===== config.mk =====
export PLATFORM = sky130hd
export DESIGN_NAME = mvrm_addr_mod
export DESIGN_NICKNAME = d
export VERILOG_FILES = /design/src/sv/mvrm_addr_mod.sv
export SDC_FILE = /design/constraint.sdc
export NUM_CORES = 1
export LEC_CHECK = 0
export ABC_CLOCK_PERIOD_IN_PS = 800
export BUFFER_PORTS_ARGS = -buffer_cell sky130_fd_sc_hd__buf_2
export CAP_MARGIN = 20
export CORE_MARGIN = 3
export CORE_UTILIZATION = 32
export CTS_CLUSTER_DIAMETER = 120
export CTS_CLUSTER_SIZE = 28
export DETAILED_ROUTE_END_ITERATION = 8
export HOLD_SLACK_MARGIN = 0.12
export PLACE_DENSITY = 0.83
export REMOVE_ABC_BUFFERS = 1
export SKIP_CTS_REPAIR_TIMING = 1
export SLEW_MARGIN = 5
export SYNTH_ARGS = -nofsm -noshare
export SYNTH_HDL_FRONTEND = slang
export SYNTH_SLANG_ARGS = --single-unit

===== constraint.sdc =====
create_clock -name clk_i -period 0.8 [get_ports clk_i]
set_input_delay 0.12 -clock clk_i [delete_from_list [all_inputs] [get_ports clk_i]]
set_output_delay 0.12 -clock clk_i [all_outputs]
set_load 0.02 [all_outputs]

===== src/sv/mvrm_addr_mod.sv =====
// sample memory address reducer: dividend modulo the memory size
// a mask for power-of-two sizes, otherwise one dividend bit per cycle; no dependencies
`default_nettype none

module mvrm_addr_mod #(
  parameter int unsigned DIVIDEND_W = 22,
  parameter int unsigned MODULUS    = 65536,
  parameter int unsigned RES_W      = 16
) (
  input  logic                  clk_i,
  input  logic                  rst_ni,
  input  logic                  start_i,
  input  logic [DIVIDEND_W-1:0] dividend_i,
  output logic                  done_o,
  output logic [RES_W-1:0]      rem_o
);

  localparam bit IS_POW2 = (MODULUS & (MODULUS - 1)) == 0;

  logic             done_q;
  logic [RES_W-1:0] rem_q;

  assign done_o = done_q;
  assign rem_o  = rem_q;

  if (IS_POW2) begin : g_mask
    always_ff @(posedge clk_i or negedge rst_ni) begin
      if (!rst_ni) begin
        done_q <= 1'b0;
      end else begin
        done_q <= start_i;
      end
    end

    always_ff @(posedge clk_i) begin
      if (start_i) begin
        rem_q <= RES_W'(dividend_i);
      end
    end
  end else begin : g_serial
    localparam int unsigned CW = $clog2(DIVIDEND_W + 1);
    localparam logic [RES_W:0] MOD_W = (RES_W + 1)'(MODULUS);

    logic                  busy_q;
    logic [CW-1:0]         cnt_q;
    logic [DIVIDEND_W-1:0] div_q;
    logic [RES_W:0]        trial;
    logic [RES_W-1:0]      rem_next;

    // restoring remainder, most significant dividend bit first
    assign trial    = {rem_q, div_q[DIVIDEND_W-1]};
    assign rem_next = (trial >= MOD_W) ? RES_W'(trial - MOD_W) : RES_W'(trial);

    always_ff @(posedge clk_i or negedge rst_ni) begin
      if (!rst_ni) begin
        busy_q <= 1'b0;
        done_q <= 1'b0;
        cnt_q  <= '0;
      end else if (start_i) begin
        busy_q <= 1'b1;
        done_q <= 1'b0;
        cnt_q  <= CW'(DIVIDEND_W);
      end else if (busy_q) begin
        cnt_q <= cnt_q - CW'(1);
        if (cnt_q == CW'(1)) begin
          busy_q <= 1'b0;
          done_q <= 1'b1;
        end
      end else begin
        done_q <= 1'b0;
      end
    end

    always_ff @(posedge clk_i) begin
      if (start_i) begin
        div_q <= dividend_i;
        rem_q <= '0;
      end else if (busy_q) begin
        div_q <= div_q << 1;
        rem_q <= rem_next;
      end
    end
  end

endmodule

`default_nettype wire


==> results by stage <==
Outcome:
- The flow ran to the end, but the final reports show violations.
- The checks that failed: negative setup slack.

Synth:
- The number of synthesized register bits is 17.
- The gate count after technology mapping is 17.
- Of the synthesized area, sequential elements account for 1.00.
- During synthesis, Yosys emitted a total of 0 warnings.
- Dividing the synthesized area by the synthesized cell count gives 29.7 um^2.
- The synthesized area is 505 um^2.
- The netlist uses 2 different library cells.

Cells and area:
- Of the cells placed in the final design, the portion with a size suffix greater than 1 is 0.534.
- The top cell types in the final layout, fill and taps aside, are 25 x sky130_fd_sc_hd__buf_2, 17 x sky130_fd_sc_hd__dlygate4sd3_1, 16 x sky130_fd_sc_hd__edfxtp_1.
- Leaving out fill and tap cells, the most frequent cell in the layout is sky130_fd_sc_hd__buf_2.
- The synthesis-to-finish area growth is 89.9%.
- The final-stage net count is 99.
- 0 cells are multi-input combinational gates.
- The repair_antennas step left the layout with diodes totalling 0.
- After filler insertion, the fill cell instance count of the layout stands at 91.
- The total area of multi-input combinational cells is 0 um^2.

STA:
- The final worst setup slack is -0.183 ns.
- The time the final worst path needs with I/O delays and setup is 0.983 ns.
- Setup repair after global routing could not meet its margin everywhere.
- The count of final hold-check violations is 0.
- The peak clock frequency supported by timing is 1020 MHz.
- In the finished design, the share of the clock period the worst path needs comes to 1.23.
- The measured slew at the worst slew-check pin is 0.381 ns.
- The number of max-slew violations in the final report is 0.
- The headroom to the max-slew limit is 0.746.
- The final count of negative-setup-slack endpoints is 17.
- The accumulated negative setup slack is -2.47 ns.

Critical path:
- The critical path class is flop to output port.
- STA classifies the critical path endpoint as an output port.
- The critical path starts at rem_o[14].
- Along the worst path, the maximum fanout reaches 1.
- The cell type group with the largest total delay on the critical path is flip-flops.
- The delay of the slowest cell on the worst path is 0.42 ns.
- The startpoint class of the critical path is a flop.
- The critical path goes through buf_6.
- For this design, the slowest cell found on the critical path is sky130_fd_sc_hd__edfxtp_1.
- The required time of the critical path is 0.68 ns.
- The number of buffers and inverters on the critical path is 1.
- At the worst endpoint, the arrival time is 0.86 ns.

Clock network:
- TritonCTS built the clock tree.
- CTS built an H-tree with a depth of 1.
- The CTS buffer count is 3.
- The clock transition at the register clock pins on the worst setup and hold paths after CTS is 0.10 ns.
- In this run the deepest clock path goes through 2 buffers.
- For this design, the sink count on the clock tree is 17.
- The root buffer selected by CTS is sky130_fd_sc_hd__clkbuf_4.

Power and ir drop:
- The sequential power share is 0.581.
- Of the total power, the share spent switching nets is 0.239.
- After layout, the design draws a total of 1.85 mW.
- Across the VDD grid, the largest voltage drop is 0.00140 V.
- Of the total power, combinational logic draws 0.174.
- The cell area power density is 1920 mW/mm^2.
- Summed over all nets, the switching power comes to 0.441 mW.
- The internal power of the cells totals 1.41 mW.
- Of the total power, the clock network draws 0.244.
- The leakage power summed over all cells is 0.416 nW.

Floorplan:
- The floorplan has 13 rows.
- Measured along the y axis, the die boundary spans 45.7 um.
- The top-level I/O count is 42.
- The initial utilization of the core area, before any placement, comes to 0.366.
- The area of the die is 0.00209 mm^2.
- The horizontal die dimension is 45.7 um.
- The floorplan step defined a core boundary enclosing 0.00138 mm^2.

Global route:
- The wire length of the first global-routing pass is 1440 um.
- The highest-utilization routing layer at the global route stage is met2.
- The met3 track demand over resource is 0.0514.
- The via count of the first global-routing pass was 297.
- For this run, global-route usage on met2 was measured as 0.167.
- The global-route total usage across every layer is 0.108.
- The aggregate global routing overflow is 0.
- The met1 track demand over resource is 0.110.
- The initial antenna violation count is 0.
- The pin count of the biggest net entering global routing is 18.

Routing:
- In the routed design, unresolved DRC markers number 0.
- After detailed routing, the total wire length is 1300 um.
- Dividing the detail-routed wire length by the instance count gives 14.8 um.
- Across all layers, the routed design uses 378 vias.
- The number of optimization iterations in the first detailed-route pass is 4.
- The mean number of vias per cell is 4.30.
- The number of DRC markers in iteration 0 is 9.
- In this run the remaining antenna-violating nets after routing total 0.

Flow run:
- The total of max-cap violations is 0.

Min path:
- The classification of the worst-slack hold path is primary input to asynchronous set/reset pin.

Placement:
- At the end of routability-driven placement, the weighted congestion stood at 0.675.
- Buffers placed on the I/O ports in this run total 35.
[power groups by stage]
stage	combinational (mW)	sequential [mW]	clock (mW)
floorplan	0	1.18	0
global placement	0.207	1.08	0
detailed placement	0.212	1.08	0
CTS	0.213	1.06	0.461
global route	0.339	1.08	0.508
finish	0.322	1.07	0.451
[kinds of logic after synthesis]
| kind of cell | Yosys count | synth area share |
|---|---|---|
| flip-flops | 17 | 1.00 |
[synth_stat cells, drive strengths merged]
library cell,number,area [um^2]
dfrtp,1,25.0
edfxtp,16,480
[flip-flops by register name (all words and copies together), names as in the netlist]
register	cells
done_o	1
rem_o	16
[metrics by stage]
stage | hold slack (ns) | setup slack [ns] | util | instance area, um^2 | cells
after global routing | 0.110 | -0.210 | 0.694 | 960 | 88
final | 0.122 | -0.183 | 0.694 | 960 | 88
after floorplan | -0.176 | 0.231 | - | 505 | 17
after global placement | -0.105 | 0.0312 | 0.506 | 699 | 67
after detailed placement | -0.104 | 0.00941 | 0.506 | 699 | 67
after CTS | -0.427 | -0.183 | 0.526 | 727 | 71
[cell type report]
type	instances	area, um^2	area share
Clock inverter	1	5.00	0.00522
Sequential cell	17	505	0.527
Timing Repair Buffer	52	408	0.425
Clock buffer	3	22.5	0.0235
Tap cell	15	18.8	0.0196
[metal layers]
| layer | wire length, um | vias up |
|---|---|---|
| met2 | 735 | 13 |
| met5 | 0 | - |
| met4 | 0 | 0 |
| met1 | 505 | 186 |
| li1 | - | 179 |
| met3 | 63 | 0 |
[worst max path at each step]
| stage | end | slack [ns] | cells after the start |
|---|---|---|---|
| after floorplan | rem_o[0] | 0.23 | 0 |
| after global placement | rem_o[0] | 0.03 | 1 |
| after detailed placement | rem_o[4] | 0.009 | 1 |
| after CTS | rem_o[14] | -0.18 | 1 |
| after global routing | rem_o[8] | -0.21 | 1 |
| final | rem_o[14] | -0.18 | 1 |
No activity file was read; power rests on OpenSTA's default activity.
